===== src/hdl/mth_pkg.sv =====
package mth_pkg;

  localparam int MAX_HELD = 16;
  localparam int HW = (MAX_HELD > 1) ? $clog2(MAX_HELD) : 1;
  localparam int CW = $clog2(MAX_HELD + 1);
  localparam int QD = 2;
  localparam int QAW = $clog2(QD);

  localparam logic [3:0] KIND_OFF = 4'h8;
  localparam logic [3:0] KIND_ON = 4'h9;
  localparam logic [3:0] KIND_AT = 4'hA;
  localparam logic [7:0] STATUS_OFF_MASK = 8'hEF;
  localparam logic [1:0] LEN_FULL = 2'd3;
  localparam logic [1:0] LEN_TWO = 2'd2;
  localparam logic [1:0] LEN_NONE = 2'd0;

  typedef struct packed {
    logic       cmd;
    logic [7:0] status_byte;
    logic [7:0] data_one;
    logic [7:0] data_two;
    logic [1:0] msg_length;
    logic signed [7:0] transpose;
  } in_item_t;

  typedef struct packed {
    logic [7:0] out_status;
    logic [7:0] out_data_one;
    logic [7:0] out_data_two;
    logic [1:0] out_length;
    logic       last_of_run;
  } out_item_t;

  typedef enum logic [2:0] {
    OP_PASS  = 3'd0,
    OP_OFF   = 3'd1,
    OP_ON    = 3'd2,
    OP_AT    = 3'd3,
    OP_XPOSE = 3'd4
  } op_e;

  typedef struct packed {
    op_e        op;
    logic [7:0] st;
    logic [7:0] d1;
    logic [7:0] d2;
    logic [1:0] len;
    logic [7:0] xpose;
  } q_entry_t;

  typedef struct packed {
    logic [7:0] note;
    logic [7:0] status;
    logic [7:0] vel;
  } held_t;

  typedef struct packed {
    logic [CW-1:0] held_count;
    logic          busy;
  } bk_status_t;

  function automatic logic [9:0] add_shift(input logic [7:0] note, input logic [7:0] sh);
    return {2'b00, note} + {{2{sh[7]}}, sh};
  endfunction

endpackage


===== src/hdl/mth_front.sv =====
module mth_front (
  input  mth_pkg::in_item_t in_data,
  input  logic              in_fire,
  output mth_pkg::q_entry_t ent,
  output logic              push
);
  import mth_pkg::*;

  logic [3:0] kind;
  logic [7:0] d1m;
  logic [7:0] d2m;

  always_comb begin
    kind = in_data.status_byte[7:4];
    d1m = (in_data.msg_length >= LEN_TWO) ? in_data.data_one : 8'd0;
    d2m = (in_data.msg_length == LEN_FULL) ? in_data.data_two : 8'd0;
    ent.st = in_data.status_byte;
    ent.d1 = d1m;
    ent.d2 = d2m;
    ent.len = in_data.msg_length;
    ent.xpose = in_data.transpose;
    if (in_data.cmd) begin
      ent.op = OP_XPOSE;
    end else if (kind == KIND_OFF || (kind == KIND_ON && d2m == 8'd0)) begin
      ent.op = OP_OFF;
    end else if (kind == KIND_ON) begin
      ent.op = OP_ON;
    end else if (kind == KIND_AT) begin
      ent.op = OP_AT;
    end else begin
      ent.op = OP_PASS;
    end
    // zero-length messages vanish here
    push = in_fire && (in_data.cmd || in_data.msg_length != LEN_NONE);
  end

endmodule


===== src/hdl/mth_queue.sv =====
module mth_queue (
  input  logic              clk,
  input  logic              rst_n,
  input  logic              push,
  input  mth_pkg::q_entry_t push_ent,
  input  logic              pop,
  output logic              q_valid,
  output logic              q_full,
  output mth_pkg::q_entry_t q_ent
);
  import mth_pkg::*;

  q_entry_t        buf_r [QD];
  logic [QAW-1:0]  wp_r, wp_nxt, rp_r, rp_nxt;
  logic [QAW:0]    cnt_r, cnt_nxt;

  assign q_valid = cnt_r != '0;
  assign q_full = cnt_r == (QAW+1)'(QD);
  assign q_ent = buf_r[rp_r];

  always_comb begin
    wp_nxt = push ? wp_r + QAW'(1) : wp_r;
    rp_nxt = pop ? rp_r + QAW'(1) : rp_r;
    cnt_nxt = cnt_r + (QAW+1)'(push) - (QAW+1)'(pop);
  end

  always_ff @(posedge clk) begin
    if (!rst_n) begin
      wp_r <= '0;
      rp_r <= '0;
      cnt_r <= '0;
    end else begin
      wp_r <= wp_nxt;
      rp_r <= rp_nxt;
      cnt_r <= cnt_nxt;
    end
  end

  always_ff @(posedge clk) begin
    if (push) begin
      buf_r[wp_r] <= push_ent;
    end
  end

endmodule


===== src/hdl/mth_back.sv =====
module mth_back (
  input  logic                clk,
  input  logic                rst_n,
  input  logic                q_valid,
  input  mth_pkg::q_entry_t   q_ent,
  output logic                pop,
  output logic                out_valid,
  input  logic                out_stall,
  output mth_pkg::out_item_t  out_data,
  output mth_pkg::bk_status_t status
);
  import mth_pkg::*;

  typedef enum logic [6:0] {
    S_IDLE   = 7'b0000001,
    S_SEARCH = 7'b0000010,
    S_SHIFT  = 7'b0000100,
    S_EMIT   = 7'b0001000,
    S_OFFS   = 7'b0010000,
    S_ONS    = 7'b0100000,
    S_FLUSH  = 7'b1000000
  } state_t;

  state_t    state_r, state_nxt;
  q_entry_t  cur_r, cur_nxt;
  logic [CW-1:0] cnt_r, cnt_nxt, idx_r, idx_nxt;
  logic [7:0] xp_r, xp_nxt;
  logic       pend_v_r, pend_v_nxt, out_valid_r, out_valid_nxt;
  out_item_t  pend_r, pend_nxt, out_r, out_nxt;

  held_t      mem [MAX_HELD];
  held_t      rd_q, wr_data;
  logic       wr_en;
  logic [HW-1:0] wr_addr;

  logic       at_end, out_free, scan_ok, msg_ok;
  logic [7:0] sh;
  logic [9:0] scan_note, msg_note;
  out_item_t  cand, msg_item;

  assign out_valid = out_valid_r;
  assign out_data = out_r;
  assign status.held_count = cnt_r;
  assign status.busy = state_r != S_IDLE;

  always_comb begin
    at_end = idx_r == cnt_r;
    out_free = !out_valid_r || !out_stall;
    sh = (state_r == S_OFFS) ? xp_r : cur_r.xpose;
    scan_note = add_shift(rd_q.note, sh);
    scan_ok = scan_note[9:7] == 3'd0;
    cand.out_status = (state_r == S_OFFS) ? (rd_q.status & STATUS_OFF_MASK) : rd_q.status;
    cand.out_data_one = scan_note[7:0];
    cand.out_data_two = (state_r == S_OFFS) ? 8'd0 : rd_q.vel;
    cand.out_length = LEN_FULL;
    cand.last_of_run = 1'b0;
    msg_note = add_shift(cur_r.d1, xp_r);
    msg_ok = (cur_r.op == OP_PASS) || (msg_note[9:7] == 3'd0);
    msg_item.out_status = cur_r.st;
    msg_item.out_data_one = (cur_r.op == OP_PASS) ? cur_r.d1 :
                            ((cur_r.len >= LEN_TWO) ? msg_note[7:0] : 8'd0);
    msg_item.out_data_two = cur_r.d2;
    msg_item.out_length = cur_r.len;
    msg_item.last_of_run = 1'b1;
  end

  always_comb begin
    state_nxt = state_r;
    cur_nxt = cur_r;
    cnt_nxt = cnt_r;
    idx_nxt = idx_r;
    xp_nxt = xp_r;
    pend_v_nxt = pend_v_r;
    pend_nxt = pend_r;
    out_valid_nxt = out_valid_r && out_stall;
    out_nxt = out_r;
    pop = 1'b0;
    wr_en = 1'b0;
    wr_addr = idx_r[HW-1:0];
    wr_data = rd_q;
    case (state_r)
      S_IDLE: begin
        if (q_valid) begin
          pop = 1'b1;
          cur_nxt = q_ent;
          idx_nxt = '0;
          pend_v_nxt = 1'b0;
          case (q_ent.op)
            OP_OFF, OP_ON: state_nxt = S_SEARCH;
            OP_XPOSE: state_nxt = (q_ent.xpose == xp_r) ? S_IDLE : S_OFFS;
            default: state_nxt = S_EMIT;
          endcase
        end
      end
      S_SEARCH: begin
        if (at_end) begin
          if (cur_r.op == OP_ON && cnt_r < CW'(MAX_HELD)) begin
            wr_en = 1'b1;
            wr_addr = cnt_r[HW-1:0];
            wr_data.note = cur_r.d1;
            wr_data.status = cur_r.st;
            wr_data.vel = cur_r.d2;
            cnt_nxt = cnt_r + CW'(1);
          end
          state_nxt = S_EMIT;
        end else if (rd_q.note == cur_r.d1) begin
          if (cur_r.op == OP_OFF) begin
            idx_nxt = idx_r + CW'(1);
            state_nxt = S_SHIFT;
          end else begin
            state_nxt = S_EMIT;
          end
        end else begin
          idx_nxt = idx_r + CW'(1);
        end
      end
      S_SHIFT: begin
        // move entry idx down by one
        if (at_end) begin
          cnt_nxt = cnt_r - CW'(1);
          state_nxt = S_EMIT;
        end else begin
          wr_en = 1'b1;
          wr_addr = HW'(idx_r - CW'(1));
          idx_nxt = idx_r + CW'(1);
        end
      end
      S_EMIT: begin
        if (!msg_ok) begin
          state_nxt = S_IDLE;
        end else if (out_free) begin
          out_valid_nxt = 1'b1;
          out_nxt = msg_item;
          state_nxt = S_IDLE;
        end
      end
      S_OFFS, S_ONS: begin
        if (at_end) begin
          idx_nxt = '0;
          state_nxt = (state_r == S_OFFS) ? S_ONS : S_FLUSH;
        end else if (scan_ok && pend_v_r && !out_free) begin
          idx_nxt = idx_r;
        end else begin
          if (scan_ok) begin
            if (pend_v_r) begin
              out_valid_nxt = 1'b1;
              out_nxt = pend_r;
            end
            pend_v_nxt = 1'b1;
            pend_nxt = cand;
          end
          idx_nxt = idx_r + CW'(1);
        end
      end
      S_FLUSH: begin
        if (!pend_v_r) begin
          xp_nxt = cur_r.xpose;
          state_nxt = S_IDLE;
        end else if (out_free) begin
          out_valid_nxt = 1'b1;
          out_nxt = pend_r;
          out_nxt.last_of_run = 1'b1;
          pend_v_nxt = 1'b0;
          xp_nxt = cur_r.xpose;
          state_nxt = S_IDLE;
        end
      end
      default: state_nxt = S_IDLE;
    endcase
  end

  always_ff @(posedge clk) begin
    if (!rst_n) begin
      state_r <= S_IDLE;
      cnt_r <= '0;
      idx_r <= '0;
      xp_r <= '0;
      pend_v_r <= 1'b0;
      out_valid_r <= 1'b0;
    end else begin
      state_r <= state_nxt;
      cnt_r <= cnt_nxt;
      idx_r <= idx_nxt;
      xp_r <= xp_nxt;
      pend_v_r <= pend_v_nxt;
      out_valid_r <= out_valid_nxt;
    end
  end

  always_ff @(posedge clk) begin
    cur_r <= cur_nxt;
    pend_r <= pend_nxt;
    out_r <= out_nxt;
  end

  always_ff @(posedge clk) begin
    if (wr_en) begin
      mem[wr_addr] <= wr_data;
    end
    rd_q <= mem[idx_nxt[HW-1:0]];
  end

endmodule


===== src/hdl/midi_transposer_held_notes.sv =====
// MIDI note transposer with a list of up to 16 held notes. Items enter a
// two-deep queue and are worked off one at a time by an engine that walks
// the held-note memory one entry per clock through its single read port,
// unless a stalled output holds it. A note-on or note-off searches the
// entries and, for a note-off, moves the later entries down; a transpose
// change emits up to 2 * held items, the final one flagged by last_of_run.
// A transpose command equal to the current one emits nothing.
module midi_transposer_held_notes (
  input  logic               clk,
  input  logic               rst_n,
  input  logic               in_valid,
  output logic               in_stall,
  input  mth_pkg::in_item_t  in_data,
  output logic               out_valid,
  input  logic               out_stall,
  output mth_pkg::out_item_t out_data
);
  import mth_pkg::*;

  q_entry_t   f_ent, q_ent;
  logic       push, q_valid, q_full, pop;
  bk_status_t bk_status;

  assign in_stall = q_full;

  mth_front u_front (
    .in_data (in_data),
    .in_fire (in_valid && !in_stall),
    .ent     (f_ent),
    .push    (push)
  );

  mth_queue u_queue (
    .clk      (clk),
    .rst_n    (rst_n),
    .push     (push),
    .push_ent (f_ent),
    .pop      (pop),
    .q_valid  (q_valid),
    .q_full   (q_full),
    .q_ent    (q_ent)
  );

  mth_back u_back (
    .clk       (clk),
    .rst_n     (rst_n),
    .q_valid   (q_valid),
    .q_ent     (q_ent),
    .pop       (pop),
    .out_valid (out_valid),
    .out_stall (out_stall),
    .out_data  (out_data),
    .status    (bk_status)
  );

  a_count_max: assert property (@(posedge clk) disable iff (!rst_n)
    bk_status.held_count <= CW'(MAX_HELD))
    else $error("held count above capacity");

  a_count_step: assert property (@(posedge clk) disable iff (!rst_n)
    ##1 (bk_status.held_count == $past(bk_status.held_count) ||
         bk_status.held_count == $past(bk_status.held_count) + CW'(1) ||
         bk_status.held_count + CW'(1) == $past(bk_status.held_count)))
    else $error("held count jumped");

  a_pop_idle: assert property (@(posedge clk) disable iff (!rst_n)
    pop |-> q_valid && !bk_status.busy)
    else $error("queue popped while engine busy or queue empty");

endmodule


===== config.mk =====
export PLATFORM = sky130hd
export DESIGN_NAME = midi_transposer_held_notes
export DESIGN_NICKNAME = d
export VERILOG_FILES = /design/src/hdl/mth_pkg.sv /design/src/hdl/mth_front.sv /design/src/hdl/mth_queue.sv /design/src/hdl/mth_back.sv /design/src/hdl/midi_transposer_held_notes.sv
export SDC_FILE = /design/constraint.sdc
export NUM_CORES = 1
export LEC_CHECK = 0
export BUFFER_PORTS_ARGS = -buffer_cell sky130_fd_sc_hd__buf_2
export CAP_MARGIN = 30
export CORE_ASPECT_RATIO = 0.5
export CORE_MARGIN = 8
export CORE_UTILIZATION = 38
export CTS_CLUSTER_DIAMETER = 150
export DETAILED_ROUTE_END_ITERATION = 12
export SYNTH_ARGS = -nofsm -noshare
export SYNTH_HDL_FRONTEND = slang
export SYNTH_SLANG_ARGS = --single-unit

===== constraint.sdc =====
create_clock -name clk -period 16.78 [get_ports clk]
set_input_delay 0.839 -clock clk [delete_from_list [all_inputs] [get_ports clk]]
set_output_delay 0.839 -clock clk [all_outputs]
set_load 0.1 [all_outputs]

==> results.md, run 1 <==
* Fin crit share at 0.4623
* Clock skew at 0.02837 ns
* Initial Util at 0.3822
* Netlist cell types at about 70
* Post-DP HPWL at between 30 and 40 mm
* Number of buffers created by CTS at 55
* Hold WS at 0.4051 ns
* Setup slack after layout at between 9 and 10 ns
* HP Class: in -> reg
* Syn Nets at 1712
* Internal at 0.002623 W
* First-pass GRT wire length at 90.87 mm
* Initial antenna violation count at 1
* DR vias at roughly 14k
* Total track usage at 0.1598
* Rows at 66
* Sink Count at 602
* DP Cell Count at about 2.5k
* DIE WIDTH at 376.7 µm
* Gr busiest metal: met2
* Number of flops mapped to enable cells by yosys at 546
* FF+latch count, synth at around 600
* Async S/R FF share, synth at 0
* Outcome: complete, no violations
* Crit Path Max Fanout at between 50 and 60
* Share of layout cells above drive strength 1 at 0.1817
* Placed Area at 26440 µm²
* Register area share after synthesis at 0.7088
* Aggregate global routing overflow at 0
* CTS clk-pin slew, worst paths at 0.07 ns
* Most common cell after layout, fill and taps aside: edfxtp_1
* Critical Path Max Stage Delay at about 0.8 ns
* Layout net count at 1787
* Wire per inst at about 23 µm
* Fmax at 0.1289 GHz
* Most common cell on crit path: buf_4
* Largest net degree at the start of global routing at 72
* Slowest CP cell: buf_4
* Crit end category: register
* Fillers at 5701
* Main synth FF type: edfxtp_1
* Post-CTS sizing at 0
* Gate Count Post-Synth at about 1.6k
* Setup CP Type: reg -> reg
* H-tree depth at 2
* Met2 Track Usage GR at 0.2498
* Met3 usage at 0.02852
* Violation count after the first detailed-route iteration at 1281
* Gate power share at 0.124
* Buf/Inv on CP at 4
* Hold_buf cts at 0
* Reg power frac at 0.513
* Final-report hold violation count at 0
* Post-Place Setup Slack at 9.059 ns
* ANT nets after route at 0
* Total setup buffers inserted after CTS at 0
* Layout Cells excl Fill at 2651
* Number of top-level pins at 68
* Kind of start point of the critical path: register
* Avg Inst Size Synth at 15.02 µm²
* Mapped Area at around 25000 µm²
* Die area at roughly 74000 µm²
* Met1 GRT Util at 0.2331
* Setup TNS at 0 ns
* Clock buffer depth at 3
* VDD IR max at 0.09484 mV
* Placer Congestion at 0.8082
* Slew headroom at 0.3387
* Core region area at 64660 µm²
* Drt pass-1 iters at 7
* Total Wirelength at 60.64 mm
* Pins Over Slew Limit at 0
* Layout overhead on the synthesized area at 14.49%
* Most frequent cells in the layout: 546 x edfxtp_1, 180 x nand2_1, 83 x mux2_2
* Clock network power share at 0.363
* Worst path cell trace: or4_4 > nor4b_4 > buf_4 > mux2_2 > ha_1 > fa_1 > a21o_1 > a221oi_1 > o31a_1 > nand3_1 > a2111o_1 > a21oi_4 > buf_4 > or2_4 > buf_4 > buf_4 > mux2i_1 > a221oi_1 > a211o_1
* N_diodes at 0
* Leakage at 9.792 nW
* RSZ-0062 raised after global routing: false
* CTS Root Cell: clkbuf_16
* Worst Max-Slew Pin Slew at 0.9873 ns
* Vias in the first global route at between 10k and 15k
* Die Y at 196.3 µm
* Clock Latency Late Sink at 0.62 ns
* Final instance area at about 28000 µm²
* CP delay by family, top: buffers and inverters
* Average via count per standard cell at ~5.4
* PortBufs at 67
* PD cells at 125.0 nW/µm²
* Crit path DAT at 8.25 ns
* CTS tree: built
* DRC at 0
* NetSw at 0.0009157 W
* Switching Fraction at 0.2588
* Synthesis Warnings at 0
* Final worst path period need at a little under 8 ns
* Required @ worst endpoint at 17.27 ns
* Final setup viols at 0
* Max-Cap Viols at 0
==> cells by family after synthesis <==
kind of cell | synth area share
DFF | 0.7088
and+or+nand+nor | 0.07194
AOI/OAI and AO/OA | 0.09933
muxes | 0.06981
buffers and inverters | 0.02055
xor gates and xnor gates | 0.01453
adders and majority gates | 0.01509
==> Yosys cell counts, types with 5 or more instances <==
| master | count | area (µm²) |
|---|---|---|
| a211o_1 | 24 | 210.2 |
| a211oi_1 | 51 | 382.9 |
| a21o_1 | 6 | 45.04 |
| a21oi_1 | 42 | 210.2 |
| a221oi_1 | 27 | 236.5 |
| a22oi_1 | 5 | 37.54 |
| a311oi_1 | 49 | 429.2 |
| a31oi_1 | 5 | 31.28 |
| a32oi_1 | 24 | 210.2 |
| and2_1 | 15 | 93.84 |
| and3_1 | 17 | 106.4 |
| buf_2 | 22 | 110.1 |
| buf_4 | 7 | 52.55 |
| clkbuf_1 | 56 | 210.2 |
| dfxtp_1 | 56 | 1121 |
| edfxtp_1 | 546 | 16400 |
| ha_1 | 25 | 312.8 |
| inv_1 | 23 | 86.33 |
| mux2_2 | 83 | 934.7 |
| mux2i_1 | 79 | 790.8 |
| nand2_1 | 180 | 675.7 |
| nand2b_1 | 8 | 50.05 |
| nand3_1 | 16 | 80.08 |
| nand4_1 | 5 | 31.28 |
| nor2_1 | 69 | 259.0 |
| nor2b_1 | 17 | 106.4 |
| nor3_1 | 14 | 70.07 |
| nor4_1 | 7 | 43.79 |
| o21a_1 | 51 | 382.9 |
| o21ai_0 | 10 | 50.05 |
| xnor2_1 | 30 | 262.8 |
| xor2_1 | 11 | 96.34 |
==> worst register-to-register path, cell delays in order (launching register included) <==
cell and delay (ns):
dfxtp_1 0.35, or4_4 0.57, nor4b_4 0.22, buf_4 0.35
mux2_2 0.40, ha_1 0.22, fa_1 0.43, a21o_1 0.19
a221oi_1 0.41, o31a_1 0.19, nand3_1 0.11, a2111o_1 0.54
a21oi_4 0.19, buf_4 0.52, or2_4 0.68, buf_4 0.80
buf_4 0.72, mux2i_1 0.32, a221oi_1 0.11, a211o_1 0.34
==> area by class of cell <==
| type | count | area (µm²) | area share |
|---|---|---|---|
| Tap cell | 884 | 1106 | 0.03909 |
| Clock inverter | 28 | 335.3 | 0.01185 |
| Clock buffer | 76 | 1525 | 0.05390 |
| Inverter | 25 | 93.84 | 0.003316 |
| Multi-Input combinational cell | 928 | 6878 | 0.2431 |
| Sequential cell | 602 | 17520 | 0.6191 |
| Timing Repair Buffer | 108 | 840.8 | 0.02971 |
==> sequential cells by signal, summed over array words and instances, names as in the netlist, named ones only <==
register          count
u_queue.wp_r          1
u_back.state_r        7
u_back.cnt_r          5
u_queue.cnt_r         2
u_back.pend_r        24
u_queue.rp_r          1
u_back.rd_q          24
u_back.idx_r          5
u_back.out_valid      1
u_queue.buf_r        74
u_back.xp_r           8
u_back.out_data      27
u_back.mem          384
u_back.pend_v_r       1
u_back.cur_r         37
==> metal layers <==
layer / wire length (µm) / part of all wire
met1: 27890 / 0.46
met2: 27410 / 0.45
met3: 4213 / 0.069
met4: 1124 / 0.019
met5: 0 / 0
==> power by group through the flow <==
stage | clock network (W) | registers, W | logic, W
after global routing | 0.00136 | 0.00182 | 0.000480
after CTS | 0.00131 | 0.00182 | 0.000443
after detailed placement | 0 | 0.00185 | 0.000440
after floorplan | 0 | 0.00184 | 0.000284
after global placement | 0 | 0.00185 | 0.000435
final | 0.00128 | 0.00182 | 0.000438
==> path summary, 6_finish.rpt <==
path         cells after the start  slack [ns]                   end              start
min                              1        0.41  u_queue.buf_r[0][27]        in_data[27]
max reg2reg                     19        9.02       u_back.rd_q[22]  u_back.state_r[1]
max                             19        9.02       u_back.rd_q[22]  u_back.state_r[1]
min reg2reg                      0        0.43     u_back.pend_r[22]    u_back.rd_q[11]
==> metrics by stage <==
step / total power [W] / utilization
final: 0.003538 / 0.4376
after global routing: 0.003666 / 0.4376
after CTS: 0.003566 / 0.4376
after detailed placement: 0.002285 / 0.4089
after global placement: 0.002283 / 0.4045
after floorplan: 0.002123 / -
(Power assumes the default switching activity.)
==> run 2, diff against run 1 <==
- clock period: 16.78 -> 7.2 ns (I/O delays scaled with it)
==> results.md, run 2 (synthesis gave the netlist of run 1 again) <==
* Outcome: complete, no violations
* Total track usage at 0.1634
* Clock skew at about 0.036 ns
* VDD IR max at 0.1992 mV
* Worst Max-Slew Pin Slew at 1.017 ns
* Aggregate global routing overflow at 0
* DRC at 0
* Most frequent cells in the layout: 546 x edfxtp_1, 180 x nand2_1, 83 x mux2_2
* Gate power share at 0.126
* Sink Count at between 600 and 700
* Die area at 73950 µm²
* Drt pass-1 iters at 5
* Post-DP HPWL at 38.00 mm
* Number of top-level pins at 68
* H-tree depth at 2
* Worst r2r src: u_back.state_r[1]
* Slowest CP cell: nor2b_2
* Pins Over Slew Limit at 0
* Final worst path period need at 6.053 ns
* Share of layout cells above drive strength 1 at 0.1819
* Most common cell after layout, fill and taps aside: edfxtp_1
* Largest net degree at the start of global routing at 77
* Average via count per standard cell at 5.462
* Initial Util at 0.3822
* Layout net count at roughly 1.8k
* Max-Cap Viols at 0
* Reg2reg path depth at 16
* Worst Hold Launch: in_data[18]
* CTS clk-pin slew, worst paths at about 0.070 ns
* RR Endpoint: u_back.rd_q[10]
* DIE WIDTH at 376.7 µm
* Clock Latency Late Sink at ~0.63 ns
* Violation count after the first detailed-route iteration at ~1.4k
* Worst path cell trace: or4_4 > nor4b_4 > buf_4 > mux2_2 > ha_1 > and3_1 > a221oi_1 > o31a_1 > or3_1 > a2111o_1 > a31oi_4 > nor2_1 > nor2b_2 > buf_12 > a221oi_1 > a211o_1
* Crit path DAT at 6.54 ns
* Leakage at 9.878 nW
* CTS tree: built
* Die Y at 196.3 µm
* Vias in the first global route at 14.38k
* HP Class: in -> reg
* Fillers at 5737
* Number of buffers created by CTS at 56
* Internal at a little over 0.006 W
* Initial antenna violation count at 0
* CTS Root Cell: clkbuf_16
* Clock buffer depth at 3
* PortBufs at 67
* Reg power frac at 0.520
* Layout overhead on the synthesized area at 15.41%
* Critical Path Max Stage Delay at 0.70 ns
* Kind of start point of the critical path: register
* Fin crit share at 0.8407
* Fmax at 0.1652 GHz
* Slew headroom at 0.3190
* First-pass GRT wire length at 92.32 mm
* Setup TNS at 0 ns
* Crit Path Max Fanout at 15
* Clock network power share at 0.353
* RSZ-0062 raised after global routing: false
* Hold-critical path depth at 2
* Wire per inst at 23.21 µm
* Total Wirelength at between 60 and 70 mm
* Core region area at roughly 65000 µm²
* Final setup viols at 0
* PD cells at 286.2 nW/µm²
* Final-report hold violation count at 0
* Hold EP: u_queue.buf_r[0][18]
* ANT nets after route at 0
* Placer Congestion at between 0.7 and 0.8
* Biggest register: u_back.mem
* Crit end category: register
* NetSw at 0.002122 W
* Required @ worst endpoint at 7.69 ns
* Setup CP Type: reg -> reg
* N_diodes at 0
* Most common cell on crit path: a221oi_1
* R2R Setup Slk at about 1.1 ns
* Rows at 66
* Largest regs: u_back.mem: 384 flops, u_queue.buf_r: 74 flops, u_back.cur_r: 37 flops
* Switching Fraction at 0.2599
* Max reg flops at 384
* Layout Utilization at 0.4411
* CP delay by family, top: simple AND/OR/NAND/NOR gates
* DR vias at around 15k
* Buf/Inv on CP at 2
* Total power at 0.008164 W
* Post-CTS sizing at 0
-- run 2: cell types whose count changed in the layout (fill, tap and decap cells not counted), moves of 2 or more --
| cell | change |
|---|---|
| buf_4 | -2 |
| clkbuf_8 | -3 |
| buf_16 | -5 |
| dlygate4sd3_1 | +16 |
| buf_12 | +15 |
| inv_6 | +2 |
| clkinv_1 | +2 |
| bufinv_16 | -2 |
-- run 2: timing repair --
action	CTS	global route
setup buffers	0	0
hold buffers	16	0
hold endpoints to repair	32	0
setup endpoints to repair	0	0
-- run 2: final cells by class --
cell class,instances,area (µm²),area share
Sequential cell,602,17520,0.6142
Tap cell,884,1106,0.03878
Timing Repair Buffer,132,1149,0.04027
Multi-Input combinational cell,928,6872,0.2409
Clock buffer,75,1513,0.05304
Clock inverter,30,271.5,0.009519
Inverter,25,93.84,0.003290
-- run 2: per-stage QoR --
step	setup WS (ns)	cell area [µm²]	cells	hold slack, ns
floorplan	0.4874	24720	1645	0.4044
global placement	1.203	26260	2540	0.4123
detailed placement	1.150	26580	2555	0.4179
CTS	1.147	28520	2676	0.02381
global route	0.8913	28520	2676	0.04693
finish	1.147	28520	2676	0.06009
-- run 2: how the worst max path moves through the flow --
stage | from | to | slack (ns) | cells after the start
2_1_floorplan | u_back.state_r[1] | u_back.out_data[0] | 0.49 | 14
3_3_place_gp | u_back.state_r[1] | u_back.rd_q[11] | 1.20 | 16
3_5_place_dp | u_back.state_r[1] | u_back.rd_q[8] | 1.15 | 16
4_1_cts | u_back.state_r[1] | u_back.rd_q[10] | 1.15 | 16
5_1_grt | u_back.state_r[1] | u_back.rd_q[9] | 0.89 | 16
6_report | u_back.state_r[1] | u_back.rd_q[10] | 1.15 | 16
-- run 2: power by group through the flow --
stage | sequential [W] | clock [W] | combinational, W
3_3_place_gp | 0.00433 | 0 | 0.000993
2_1_floorplan | 0.00429 | 0 | 0.000662
4_1_cts | 0.00424 | 0.00294 | 0.00104
3_5_place_dp | 0.00431 | 0 | 0.00103
5_1_grt | 0.00426 | 0.00307 | 0.00113
6_report | 0.00425 | 0.00289 | 0.00103
-- run 2: routing by layer --
| layer | vias to the layer above | share of wire | global-route usage | routed length (µm) |
|---|---|---|---|---|
| met1 | 7503 | 0.45 | 0.2295 | 28180 |
| met3 | 94 | 0.058 | 0.02670 | 3607 |
| met2 | 426 | 0.46 | 0.2624 | 28850 |
| met5 | - | 0 | 0 | 0 |
| li1 | 6594 | - | - | - |
| met4 | 0 | 0.024 | 0.04724 | 1488 |
==> run 3, diff against run 2 <==
- clock period: 7.2 -> 5.86 ns (I/O delays scaled with it)
==> results.md, run 3 (synthesis gave the netlist of run 1 again) <==
* Outcome: complete, no violations
* Final worst path period need at 5.542 ns
* Met1 GRT Util at 0.2330
* RSZ-0062 raised after global routing: false
* Fmax at 0.1804 GHz
* Fin crit share at 0.9458
* DRC at 0
* Max-Cap Viols at 0
* Internal at approximately 0.0075 W
* Average via count per standard cell at between 5 and 6
* Largest net degree at the start of global routing at 50
* Gr busiest metal: met2
* Vias in the first global route at 14.18k
* Kind of start point of the critical path: register
* NetSw at 0.002593 W
* Met2 Track Usage GR at 0.2561
* Required @ worst endpoint at 6.36 ns
* Max reg flops at between 300 and 400
* Crit end category: register
* CTS Root Cell: clkbuf_16
* Crit Path Max Fanout at 25
* Setup TNS at 0 ns
* First-pass GRT wire length at 91.38 mm
* Final-report hold violation count at 0
* Drt pass-1 iters at 5
* Share of layout cells above drive strength 1 at 0.1848
* Die area at approximately 74000 µm²
* DR vias at about 15k
* Biggest register: u_back.mem
* Sink Count at ~600
* Largest regs: u_back.mem: 384 flops, u_queue.buf_r: 74 flops, u_back.cur_r: 37 flops
* Pins Over Slew Limit at 0
* Violation count after the first detailed-route iteration at 1268
* Fillers at 5667
* Met3 usage at 0.02861
* Layout net count at 1827
* DIE WIDTH at 376.7 µm
* Initial Util at 0.3822
* N_diodes at 0
* Core region area at 64660 µm²
* Clock Latency Late Sink at 0.62 ns
* Clock skew at around 0.019 ns
* Slew headroom at 0.3007
* Switching Fraction at 0.2568
* Gate power share at 0.125
* HP Class: in -> reg
* Rows at 66
* CTS clk-pin slew, worst paths at 0.06 ns
* DP Cell Count at 2560
* Final instance area at around 29000 µm²
* H-tree depth at 2
* VDD IR max at 0.2634 mV
* Most common cell after layout, fill and taps aside: edfxtp_1
* Total track usage at 0.1632
* Post-DP HPWL at 37.29 mm
* Placed Area at 26620 µm²
* Wire per inst at 22.88 µm
* Number of buffers created by CTS at 55
* Die Y at ~200 µm
* Initial antenna violation count at 1
* PD cells at between 300 and 400 nW/µm²
* Most frequent cells in the layout: 546 x edfxtp_1, 180 x nand2_1, 83 x mux2_2
* ANT nets after route at 0
* CTS tree: built
* Worst Max-Slew Pin Slew at around 1.0 ns
* Leakage at 9.986 nW
* Layout Utilization at 0.4442
* Crit path DAT at 6.04 ns
* Reg power frac at 0.516
* Setup slack after layout at 0.3178 ns
* Layout Cells excl Fill at 2691
* Setup CP Type: reg -> reg
* Layout overhead on the synthesized area at 16.20%
* Clock buffer depth at 3
* Number of top-level pins at 68
* Total setup buffers inserted after CTS at 0
* Post-Place Setup Slack at 0.3077 ns
* Clock network power share at 0.359
* Aggregate global routing overflow at 0
* Final setup viols at 0
* Total Wirelength at 61.56 mm
* Placer Congestion at 0.7950
* PortBufs at 67
-- run 3: cell types whose count changed in the layout (fill, tap and decap cells not counted), sizes merged --
cell,before,now
buf,116,122
clkbuf,75,78
clkinvlp,2,1
bufinv,3,4
dlygate4sd3,16,26
clkinv,24,20
-- run 3: power groups by stage --
| stage | clock network (W) | registers, W | logic (W) |
|---|---|---|---|
| after global routing | 0.00384 | 0.00523 | 0.00138 |
| after floorplan | 0 | 0.00527 | 0.000815 |
| after detailed placement | 0 | 0.00529 | 0.00125 |
| after global placement | 0 | 0.00530 | 0.00124 |
| final | 0.00362 | 0.00521 | 0.00126 |
| after CTS | 0.00370 | 0.00521 | 0.00127 |
-- run 3: timing repair --
| action | in CTS | in global routing |
|---|---|---|
| hold buffers | 26 | 0 |
| endpoints found under the hold margin | 52 | 0 |
| resized for setup | 0 | 0 |
-- run 3: stage by stage --
step | hold WS (ns) | total power (W)
2_1_floorplan | 0.3919 | 0.006081
5_1_grt | 0.01301 | 0.01045
3_5_place_dp | 0.4164 | 0.006539
6_report | 0.03595 | 0.01010
4_1_cts | 0.001169 | 0.01017
3_3_place_gp | 0.4282 | 0.006534
-- run 3: layout make-up --
class                           instances  area (µm²)  share of cell area
Clock buffer                           78        1554             0.05411
Clock inverter                         26       281.5            0.009803
Inverter                               25       93.84            0.003268
Multi-Input combinational cell        928        6887              0.2398
Sequential cell                       602       17520              0.6100
Tap cell                              884        1106             0.03851
Timing Repair Buffer                  148        1279             0.04453
-- run 3: routing by layer --
| layer | part of all wire | vias to the layer above | routed length, µm |
|---|---|---|---|
| li1 | - | 6647 | - |
| met1 | 0.46 | 7367 | 28220 |
| met2 | 0.45 | 448 | 27820 |
| met3 | 0.064 | 97 | 3939 |
| met4 | 0.025 | 2 | 1569 |
| met5 | 0.00026 | - | 16 |
-- run 3: final timing paths --
path | cells after the start | from | endpoint | slack (ns)
min reg2reg | 0 | u_back.rd_q[15] | u_back.pend_r[26] | 0.43
min | 2 | in_data[20] | u_queue.buf_r[0][20] | 0.04
max | 17 | u_back.state_r[1] | u_back.rd_q[15] | 0.32
max reg2reg | 17 | u_back.state_r[1] | u_back.rd_q[15] | 0.32
-- run 3: critical path, cell delays in order, from the launching register on --
cell and delay [ns]:
dfxtp_1 0.35, or4_4 0.57, nor4b_4 0.31, buf_12 0.17, mux2_2 0.34, ha_1 0.21
fa_1 0.43, a21o_1 0.19, a221oi_1 0.39, o31a_1 0.20, nand3_1 0.11, a2111o_1 0.55
a21oi_4 0.24, or2_4 0.44, buf_12 0.25, mux2i_1 0.23, a221oi_1 0.11, a211o_1 0.33
